$ cat src/hw/rtl/cfr_pkg.sv
// ----------------------------------------------------------------------------
// cfr_pkg: shared definitions for the checked frame receiver
// Widths, head byte, role codes, config register indexes and reset values.
// ----------------------------------------------------------------------------
package cfr_pkg;

  localparam int BYTE_W  = 8;
  localparam int ROLE_W  = 3;
  localparam int CFG_IDX_W = 2;

  localparam logic [BYTE_W-1:0] HEAD_BYTE = 8'hAA;

  // Role of an echoed byte within the frame.
  localparam logic [ROLE_W-1:0] ROLE_DROPPED  = 3'd0;
  localparam logic [ROLE_W-1:0] ROLE_HEAD     = 3'd1;
  localparam logic [ROLE_W-1:0] ROLE_DEST     = 3'd2;
  localparam logic [ROLE_W-1:0] ROLE_FUNCTION = 3'd3;
  localparam logic [ROLE_W-1:0] ROLE_LENGTH   = 3'd4;
  localparam logic [ROLE_W-1:0] ROLE_PAYLOAD  = 3'd5;
  localparam logic [ROLE_W-1:0] ROLE_SUM      = 3'd6;
  localparam logic [ROLE_W-1:0] ROLE_ADDON    = 3'd7;

  // Configuration register indexes.
  localparam logic [CFG_IDX_W-1:0] CFG_OWN_ADDRESS       = 2'd0;
  localparam logic [CFG_IDX_W-1:0] CFG_BROADCAST_ADDRESS = 2'd1;
  localparam logic [CFG_IDX_W-1:0] CFG_ACCEPT_EMPTY      = 2'd2;
  localparam logic [CFG_IDX_W-1:0] CFG_LENGTH_LIMIT      = 2'd3;

  // Configuration reset values.
  localparam logic [BYTE_W-1:0] OWN_ADDRESS_RST       = 8'd98;
  localparam logic [BYTE_W-1:0] BROADCAST_ADDRESS_RST = 8'd255;
  localparam logic              ACCEPT_EMPTY_RST      = 1'b1;
  localparam logic [BYTE_W-1:0] LENGTH_LIMIT_RST      = 8'd250;

endpackage

$ cat src/hw/rtl/cfr_stream_if.sv
// ----------------------------------------------------------------------------
// cfr_stream_if: valid/ready channels of the checked frame receiver
// One interface for received bytes and one for the annotated result words.
// ----------------------------------------------------------------------------
interface cfr_rx_if import cfr_pkg::*; ();
  logic              valid;
  logic              ready;
  logic [BYTE_W-1:0] rx_byte;

  modport source (output valid, output rx_byte, input ready);
  modport sink   (input valid, input rx_byte, output ready);
endinterface

interface cfr_res_if import cfr_pkg::*; ();
  logic              valid;
  logic              ready;
  logic [BYTE_W-1:0] byte_value;
  logic [ROLE_W-1:0] byte_role;
  logic [BYTE_W-1:0] payload_index;
  logic [BYTE_W-1:0] frame_function;
  logic [BYTE_W-1:0] frame_dest;
  logic              frame_done;
  logic              frame_good;

  modport source (output valid, output byte_value, output byte_role,
                  output payload_index, output frame_function, output frame_dest,
                  output frame_done, output frame_good, input ready);
  modport sink   (input valid, input byte_value, input byte_role,
                  input payload_index, input frame_function, input frame_dest,
                  input frame_done, input frame_good, output ready);
endinterface

$ cat src/hw/rtl/checked_frame_receiver_top.sv
// ----------------------------------------------------------------------------
// checked_frame_receiver_top: byte-serial frame parser with two checksums
// Tracks head, destination, function, length, payload, sum and sum-of-sums
// bytes and annotates every received byte with its role in the frame.
// ----------------------------------------------------------------------------
// Usage:
// Received bytes enter on the rx channel, one word per byte. For every byte
// accepted, exactly one result word leaves on the res channel, carrying the
// byte, its role, its payload index, the destination and function of the
// frame under way, and on the last checksum byte the done and good flags.
// A byte that breaks the frame format comes out with role zero and the
// parser returns to hunting for a head byte; that byte is never taken as a
// new head itself.
// The result is registered: an accepted byte appears on res in the next
// cycle. Throughput is one byte per cycle while res is not stalled; the
// parser state update, a compare and two 8-bit adds, is done on acceptance.
// The result register sits between the channels, so rx stays ready while
// res is empty or is being taken in the same cycle. When the receiver stalls
// res, one word waits in the result register and rx is held off.
// The configuration port writes own_address, broadcast_address, accept_empty
// and length_limit; write it only while the parser is idle.
// Synchronous reset restores the configuration defaults, empties the result
// register and puts the parser back to hunting for a head byte.
// ----------------------------------------------------------------------------
module checked_frame_receiver_top import cfr_pkg::*; (
  input  logic                 clk,
  input  logic                 rst,
  cfr_rx_if.sink               rx,
  cfr_res_if.source            res,
  input  logic                 cfg_we,
  input  logic [CFG_IDX_W-1:0] cfg_index,
  input  logic [BYTE_W-1:0]    cfg_data
);

  // Parser phase codes.
  localparam logic [2:0] PH_HUNT    = 3'd0;
  localparam logic [2:0] PH_DEST    = 3'd1;
  localparam logic [2:0] PH_FUNC    = 3'd2;
  localparam logic [2:0] PH_LENGTH  = 3'd3;
  localparam logic [2:0] PH_PAYLOAD = 3'd4;
  localparam logic [2:0] PH_SUM     = 3'd5;
  localparam logic [2:0] PH_ADDON   = 3'd6;

  // Configuration registers.
  logic [BYTE_W-1:0] own_address;
  logic [BYTE_W-1:0] broadcast_address;
  logic              accept_empty;
  logic [BYTE_W-1:0] length_limit;

  // Parser state and its next values.
  logic [2:0]        phase, phase_next;
  logic [BYTE_W-1:0] bytes_left, bytes_left_next;
  logic [BYTE_W-1:0] payload_count, payload_count_next;
  logic [BYTE_W-1:0] running_sum, running_sum_next;
  logic [BYTE_W-1:0] sum_of_sums, sum_of_sums_next;
  logic              sum_matched, sum_matched_next;
  logic [BYTE_W-1:0] latched_function, latched_function_next;
  logic [BYTE_W-1:0] latched_dest, latched_dest_next;

  // Result of the byte being accepted.
  logic [ROLE_W-1:0] role_c;
  logic [BYTE_W-1:0] pidx_c;
  logic              done_c;
  logic              good_c;

  // Result register.
  logic              res_valid;
  logic [BYTE_W-1:0] res_value;
  logic [ROLE_W-1:0] res_role;
  logic [BYTE_W-1:0] res_pidx;
  logic [BYTE_W-1:0] res_function;
  logic [BYTE_W-1:0] res_dest;
  logic              res_done;
  logic              res_good;

  logic              rx_fire;
  logic [BYTE_W-1:0] b;

  assign b        = rx.rx_byte;
  assign rx.ready = !res_valid || res.ready;
  assign rx_fire  = rx.valid && rx.ready;

  // Configuration writes.
  always_ff @(posedge clk) begin
    if (rst) begin
      own_address       <= OWN_ADDRESS_RST;
      broadcast_address <= BROADCAST_ADDRESS_RST;
      accept_empty      <= ACCEPT_EMPTY_RST;
      length_limit      <= LENGTH_LIMIT_RST;
    end else if (cfg_we) begin
      unique case (cfg_index)
        CFG_OWN_ADDRESS:       own_address       <= cfg_data;
        CFG_BROADCAST_ADDRESS: broadcast_address <= cfg_data;
        CFG_ACCEPT_EMPTY:      accept_empty      <= cfg_data[0];
        CFG_LENGTH_LIMIT:      length_limit      <= cfg_data;
        default: ;
      endcase
    end
  end

  // Frame parser: the role of the current byte and the state it leaves.
  always_comb begin
    phase_next            = phase;
    bytes_left_next       = bytes_left;
    payload_count_next    = payload_count;
    running_sum_next      = running_sum;
    sum_of_sums_next      = sum_of_sums;
    sum_matched_next      = sum_matched;
    latched_function_next = latched_function;
    latched_dest_next     = latched_dest;
    role_c                = ROLE_DROPPED;
    pidx_c                = '0;
    done_c                = 1'b0;
    good_c                = 1'b0;

    unique case (phase)
      PH_HUNT: begin
        if (b == HEAD_BYTE) begin
          role_c                = ROLE_HEAD;
          phase_next            = PH_DEST;
          // Both sums restart with the head byte itself.
          running_sum_next      = b;
          sum_of_sums_next      = b;
          latched_function_next = '0;
          latched_dest_next     = '0;
          sum_matched_next      = 1'b0;
          bytes_left_next       = '0;
          payload_count_next    = '0;
        end
      end
      PH_DEST: begin
        if (b == own_address || b == broadcast_address) begin
          role_c            = ROLE_DEST;
          phase_next        = PH_FUNC;
          latched_dest_next = b;
          running_sum_next  = running_sum + b;
          sum_of_sums_next  = sum_of_sums + running_sum_next;
        end
      end
      PH_FUNC: begin
        role_c                = ROLE_FUNCTION;
        phase_next            = PH_LENGTH;
        latched_function_next = b;
        running_sum_next      = running_sum + b;
        sum_of_sums_next      = sum_of_sums + running_sum_next;
      end
      PH_LENGTH: begin
        if (b < length_limit && (b != '0 || accept_empty)) begin
          role_c             = ROLE_LENGTH;
          bytes_left_next    = b;
          payload_count_next = '0;
          // An empty payload goes straight to the sum byte.
          phase_next         = (b == '0) ? PH_SUM : PH_PAYLOAD;
          running_sum_next   = running_sum + b;
          sum_of_sums_next   = sum_of_sums + running_sum_next;
        end
      end
      PH_PAYLOAD: begin
        if (bytes_left != '0) begin
          role_c             = ROLE_PAYLOAD;
          pidx_c             = payload_count;
          payload_count_next = payload_count + 8'd1;
          bytes_left_next    = bytes_left - 8'd1;
          if (bytes_left == 8'd1) begin
            phase_next = PH_SUM;
          end
          running_sum_next   = running_sum + b;
          sum_of_sums_next   = sum_of_sums + running_sum_next;
        end
      end
      PH_SUM: begin
        role_c           = ROLE_SUM;
        sum_matched_next = (b == running_sum);
        phase_next       = PH_ADDON;
      end
      PH_ADDON: begin
        role_c     = ROLE_ADDON;
        done_c     = 1'b1;
        good_c     = sum_matched && (b == sum_of_sums);
        phase_next = PH_HUNT;
      end
      default: ;
    endcase

    // A dropped byte sends the parser back to hunting.
    if (role_c == ROLE_DROPPED) begin
      phase_next            = PH_HUNT;
      bytes_left_next       = '0;
      latched_function_next = '0;
      latched_dest_next     = '0;
    end
  end

  // Parser state advances on each accepted byte.
  always_ff @(posedge clk) begin
    if (rst) begin
      phase            <= PH_HUNT;
      bytes_left       <= '0;
      payload_count    <= '0;
      running_sum      <= '0;
      sum_of_sums      <= '0;
      sum_matched      <= 1'b0;
      latched_function <= '0;
      latched_dest     <= '0;
    end else if (rx_fire) begin
      phase            <= phase_next;
      bytes_left       <= bytes_left_next;
      payload_count    <= payload_count_next;
      running_sum      <= running_sum_next;
      sum_of_sums      <= sum_of_sums_next;
      sum_matched      <= sum_matched_next;
      latched_function <= latched_function_next;
      latched_dest     <= latched_dest_next;
    end
  end

  // Result register valid flag.
  always_ff @(posedge clk) begin
    if (rst) begin
      res_valid <= 1'b0;
    end else if (rx.ready) begin
      res_valid <= rx.valid;
    end
  end

  // Result register payload, loaded with each accepted byte.
  always_ff @(posedge clk) begin
    if (rx_fire) begin
      res_value    <= b;
      res_role     <= role_c;
      res_pidx     <= pidx_c;
      res_function <= latched_function_next;
      res_dest     <= latched_dest_next;
      res_done     <= done_c;
      res_good     <= good_c;
    end
  end

  assign res.valid          = res_valid;
  assign res.byte_value     = res_value;
  assign res.byte_role      = res_role;
  assign res.payload_index  = res_pidx;
  assign res.frame_function = res_function;
  assign res.frame_dest     = res_dest;
  assign res.frame_done     = res_done;
  assign res.frame_good     = res_good;

  // Every accepted byte shows up as a result word at the next edge.
  a_fire_gives_result: assert property (@(posedge clk) disable iff (rst)
    rx_fire |=> res_valid)
    else $error("accepted byte produced no result word");

  // A head byte seen while hunting starts a frame.
  a_head_starts_frame: assert property (@(posedge clk) disable iff (rst)
    (rx_fire && phase == PH_HUNT && b == HEAD_BYTE)
      |=> (phase == PH_DEST && res_role == ROLE_HEAD))
    else $error("head byte did not start a frame");

  // The payload phase always has bytes still to come.
  a_payload_has_bytes: assert property (@(posedge clk) disable iff (rst)
    (phase == PH_PAYLOAD) |-> (bytes_left != '0))
    else $error("payload phase with no bytes left");

  // A frame ends only on a sum-of-sums byte and returns the parser to hunting.
  a_done_ends_frame: assert property (@(posedge clk) disable iff (rst)
    (rx_fire && done_c) |=> (phase == PH_HUNT && res_role == ROLE_ADDON))
    else $error("frame done without returning to hunting");

endmodule

$ cat src/flat_wrapper.sv
// flat-port wrapper written by rule: the top's interface ports become plain ports
module checked_frame_receiver_top_flat import cfr_pkg::*;
  (clk, rst, cfg_we, cfg_index, cfg_data, rx_valid, rx_rx_byte, rx_ready, res_valid, res_byte_value, res_byte_role, res_payload_index, res_frame_function, res_frame_dest, res_frame_done, res_frame_good, res_ready);
  cfr_rx_if rx_i ();
  cfr_res_if res_i ();
  input  logic clk;
  input  logic rst;
  input  logic cfg_we;
  input  logic [CFG_IDX_W-1:0] cfg_index;
  input  logic [BYTE_W-1:0] cfg_data;
  input wire logic [$bits(rx_i.valid)-1:0] rx_valid;
  input wire logic [$bits(rx_i.rx_byte)-1:0] rx_rx_byte;
  output wire logic [$bits(rx_i.ready)-1:0] rx_ready;
  output wire logic [$bits(res_i.valid)-1:0] res_valid;
  output wire logic [$bits(res_i.byte_value)-1:0] res_byte_value;
  output wire logic [$bits(res_i.byte_role)-1:0] res_byte_role;
  output wire logic [$bits(res_i.payload_index)-1:0] res_payload_index;
  output wire logic [$bits(res_i.frame_function)-1:0] res_frame_function;
  output wire logic [$bits(res_i.frame_dest)-1:0] res_frame_dest;
  output wire logic [$bits(res_i.frame_done)-1:0] res_frame_done;
  output wire logic [$bits(res_i.frame_good)-1:0] res_frame_good;
  input wire logic [$bits(res_i.ready)-1:0] res_ready;
  assign rx_i.valid = rx_valid;
  assign rx_i.rx_byte = rx_rx_byte;
  assign rx_ready = rx_i.ready;
  assign res_valid = res_i.valid;
  assign res_byte_value = res_i.byte_value;
  assign res_byte_role = res_i.byte_role;
  assign res_payload_index = res_i.payload_index;
  assign res_frame_function = res_i.frame_function;
  assign res_frame_dest = res_i.frame_dest;
  assign res_frame_done = res_i.frame_done;
  assign res_frame_good = res_i.frame_good;
  assign res_i.ready = res_ready;
  checked_frame_receiver_top u_core (.clk(clk), .rst(rst), .rx(rx_i), .res(res_i), .cfg_we(cfg_we), .cfg_index(cfg_index), .cfg_data(cfg_data));
endmodule
$ cat config.mk
export PLATFORM = sky130hd
export DESIGN_NAME = checked_frame_receiver_top_flat
export DESIGN_NICKNAME = d
export VERILOG_FILES = /design/src/hw/rtl/cfr_pkg.sv /design/src/hw/rtl/cfr_stream_if.sv /design/src/hw/rtl/checked_frame_receiver_top.sv /design/src/flat_wrapper.sv
export SDC_FILE = /design/constraint.sdc
export NUM_CORES = 1
export LEC_CHECK = 0
export ABC_AREA = 1
export BUFFER_PORTS_ARGS = -buffer_cell sky130_fd_sc_hd__buf_2
export CORE_MARGIN = 2
export CORE_UTILIZATION = 30
export CTS_BUF_LIST = sky130_fd_sc_hd__clkbuf_16
export CTS_CLUSTER_SIZE = 12
export DETAILED_ROUTE_END_ITERATION = 8
export GPL_TIMING_DRIVEN = 1
export PLACE_DENSITY = 0.53
export SETUP_SLACK_MARGIN = 0.4
export SLEW_MARGIN = 30
export SYNTH_ARGS = -nofsm -noshare
export SYNTH_HDL_FRONTEND = slang
export SYNTH_SLANG_ARGS = --single-unit
export TNS_END_PERCENT = 100
$ cat constraint.sdc
create_clock -name clk -period 3.05 [get_ports clk]
set_input_delay 0.1525 -clock clk [delete_from_list [all_inputs] [get_ports clk]]
set_output_delay 0.1525 -clock clk [all_outputs]
set_load 0.005 [all_outputs]
==> results.ini <==
[routing]
dr.pass1.iters = 5
wl_per_cell_microns = 14.0
vias_per_cell = 4.71
drtIter0Drc = 291
drc = 0
drtAntennaViolNets = 0
wl_microns = 16300
num_vias = 5483

[yosys]
yosys_warnings = 0
syn_inst = 814
synth_ff_type = dfxtp_1
synth_edf_count = 37
synthTopCellsByArea = dfxtp_1 25%, edfxtp_1 18%, nand2_1 13%
netlist.area_leader.share_pct = 25.3
synth-seq-area-share_pct = 43.3
synthArstFlopShare_pct = 0
ys_ff_latch = 115
yosysTopAreaCell = dfxtp_1
synth_nets = 864
syn_area_sq_mm = 0.00618
postSynthAreaPerCell_sq_um = 7.59
yosys.cell_types.count = 45

[floorplanning]
rows = 52
start_util_pct = 30.5
die_area_sq_mm = 0.0218
io_pins = 62
die_h_microns = 147
die-width_microns = 147
core_sq_mm = 0.0202

[timing]
finalSetupViolations = 0
rsz0062_at_grt = true
fin_tns_setup_ns = 0
hold_violations = 0
relSlewSlack_pct = 49.3
fin_skew_ns = 0.0128
clock.fmax_mhz = 404
drv_slew = 0
worst_slew_pin_slew_ns = 0.760
finalCritPeriodShare_pct = 81.1
hold_slack_ns = 0.0122
period_needed_ns = 2.47

[setup_path]
critPathBufInv = 2
crit_slowest_cell = fa_2
critical_path.max_stage_delay_ns = 0.35
crit_path_cell_trace = ha_4, fa_2, nand3_2, nand2_2, buf_4, xor2_1, inv_1, ha_1, a21oi_1, o21a_1, nand2_1, nand2_1, nand2_1, nand2_1, nand3_1, a21oi_1
start_kind = flip-flop
crit_top_cell = nand2_1
crit_family = adder cells
critPathKind = reg -> reg
end_kind = flip-flop
worstPathRequired_ns = 3.41
crit_fanout = 5
cp.arrival_ns = 2.83

[clocking]
root_buffer = clkbuf_16
clock_latency_ns = 0.42
max-clock-path-buffers = 2
cts_tree = yes
numClockSinks = 115
clk_pin_slew_worst_paths_ns = 0.06
h-tree-depth = 4
numCtsBuffers = 17

[place]
place_congestion = 0.820
port_buffers = 61
dpl.cell_count = 1129
dp_hpwl_microns = 11500

[cells_and_area]
fin_cells = 1165
drive_above_1_share_pct = 15.9
area_growth_pct = 20.7
layout.nets = 933
diodes = 0

[flow_run]
cap_violations = 0

[power_and_ir_drop]
p_leak_nw = 3.46
power.total_w = 0.00406
ir_drop_mv = 0.351
power.density_mw_per_mm2 = 544

[global_routing]
gr-total-overflow = 0
grt_pass1_wl_microns = 26700
track_usage_pct = 15.6
grt_pass1_vias = 5297
antenna_found_initial = 0
grt_start_max_net_pins = 70

[status]
status = completed

[hold_path]
hold_class = in -> reg

==> area by class of cell <==
type,instances,area [sq um]
clock buffers,17,425
clock inverters,14,173
fillers,2118,12800
inverters,105,394
multi-input cells,567,3010
flip-flops and latches,115,2670
well taps,270,338
repair buffers,77,448
==> cells in the final DEF, fill, tap and decap left out, types with 15 or more instances in the layout <==
master       n
inv_1       96
a21oi_1     69
dfxtp_1     77
xnor2_1     15
nor2_1      58
nand3_1     34
o21ai_0     63
ha_1        23
buf_2       61
edfxtp_1    37
nand2_1    217
clkbuf_16   17
==> metrics by stage <==
step	util, %	setup slack (ns)	area, sq um
2_1_floorplan	-	0.589	6180
3_3_place_gp	33.4	0.455	6760
3_5_place_dp	33.4	0.439	6760
4_1_cts	36.6	0.431	7400
5_1_grt	36.9	0.349	7460
6_report	36.9	0.577	7460
==> where the power goes <==
part / total, W / switching, W / internal (W)
Sequential: 0.00167 / 0.0000278 / 0.00164
Combinational: 0.000342 / 0.000217 / 0.000126
Clock: 0.00204 / 0.000699 / 0.00134
Total: 0.00406 / 0.000944 / 0.00311
==> state kept, by name (all words and copies together), names as in the netlist <==
| name | cells |
|---|---|
| u_core.broadcast_address | 8 |
| u_core.bytes_left | 8 |
| u_core.latched_dest | 8 |
| u_core.latched_function | 8 |
| u_core.length_limit | 8 |
| u_core.own_address | 8 |
| u_core.payload_count | 8 |
| u_core.res.byte_value | 8 |
| u_core.res.frame_dest | 8 |
| u_core.res.frame_function | 8 |
| u_core.res.payload_index | 8 |
| u_core.running_sum | 8 |
| u_core.sum_of_sums | 8 |
| u_core.phase | 3 |
| u_core.res.byte_role | 3 |
| u_core.accept_empty | 1 |
| u_core.res.frame_done | 1 |
| u_core.res.frame_good | 1 |
| u_core.res.valid | 1 |
| u_core.sum_matched | 1 |
==> tightest hold or removal path, cell delays in order <==
cell      delay [ns]
buf_2           0.12
nand2_1         0.06
o211ai_1        0.06
==> final timing paths <==
check,from,to,slack (ns),cells after the start
setup / recovery,u_core.running_sum[0],u_core.sum_of_sums[7],0.58,16
hold reg to reg,u_core.running_sum[5],u_core.running_sum[5],0.47,2
hold / removal,cfg_data[5],u_core.own_address[5],0.01,3
setup reg to reg,u_core.running_sum[0],u_core.sum_of_sums[7],0.58,16
==> synth_stat cells (2+ instances only) <==
cell type  number
a21oi_1        73
nor3_1         10
a221oi_1        2
o22ai_1         7
nand2_1       219
o21a_1          2
fa_1            2
ha_1           25
o211ai_1        7
xor2_1          8
nor4_1          2
buf_4           6
inv_1          95
edfxtp_1       37
nand3_2         2
nand3_1        35
nor2_1         58
buf_2           3
o21ai_0        63
inv_2          10
nor2_2          4
nand2_2         5
xnor2_1        15
buf_6           4
nand4_1        11
dfxtp_1        78
clkbuf_1       13
==> metal layers <==
layer	up-vias	global-route usage, %	wire, microns
met5	-	0	0
met4	0	5.91	274
met3	23	3.43	628
met2	100	26.1	7640
met1	2553	19.7	7780
li1	2807	-	-
==> kinds of logic after synthesis <==
family	share of synthesized area, %
AND/OR/NAND/NOR	24.8
AO/OA/AOI/OAI	14.0
buffers and inverters	8.93
flip-flops	43.3
adder cells (fa/ha/maj)	5.71
XOR/XNOR	3.26
==> repair_timing <==
item,in CTS,in global routing
gates resized for setup,0,13
endpoints found under the hold margin,6,0
setup buffers,0,1
endpoints found under the setup margin,0,3
hold buffers,4,0
(Power assumes the default switching activity.)
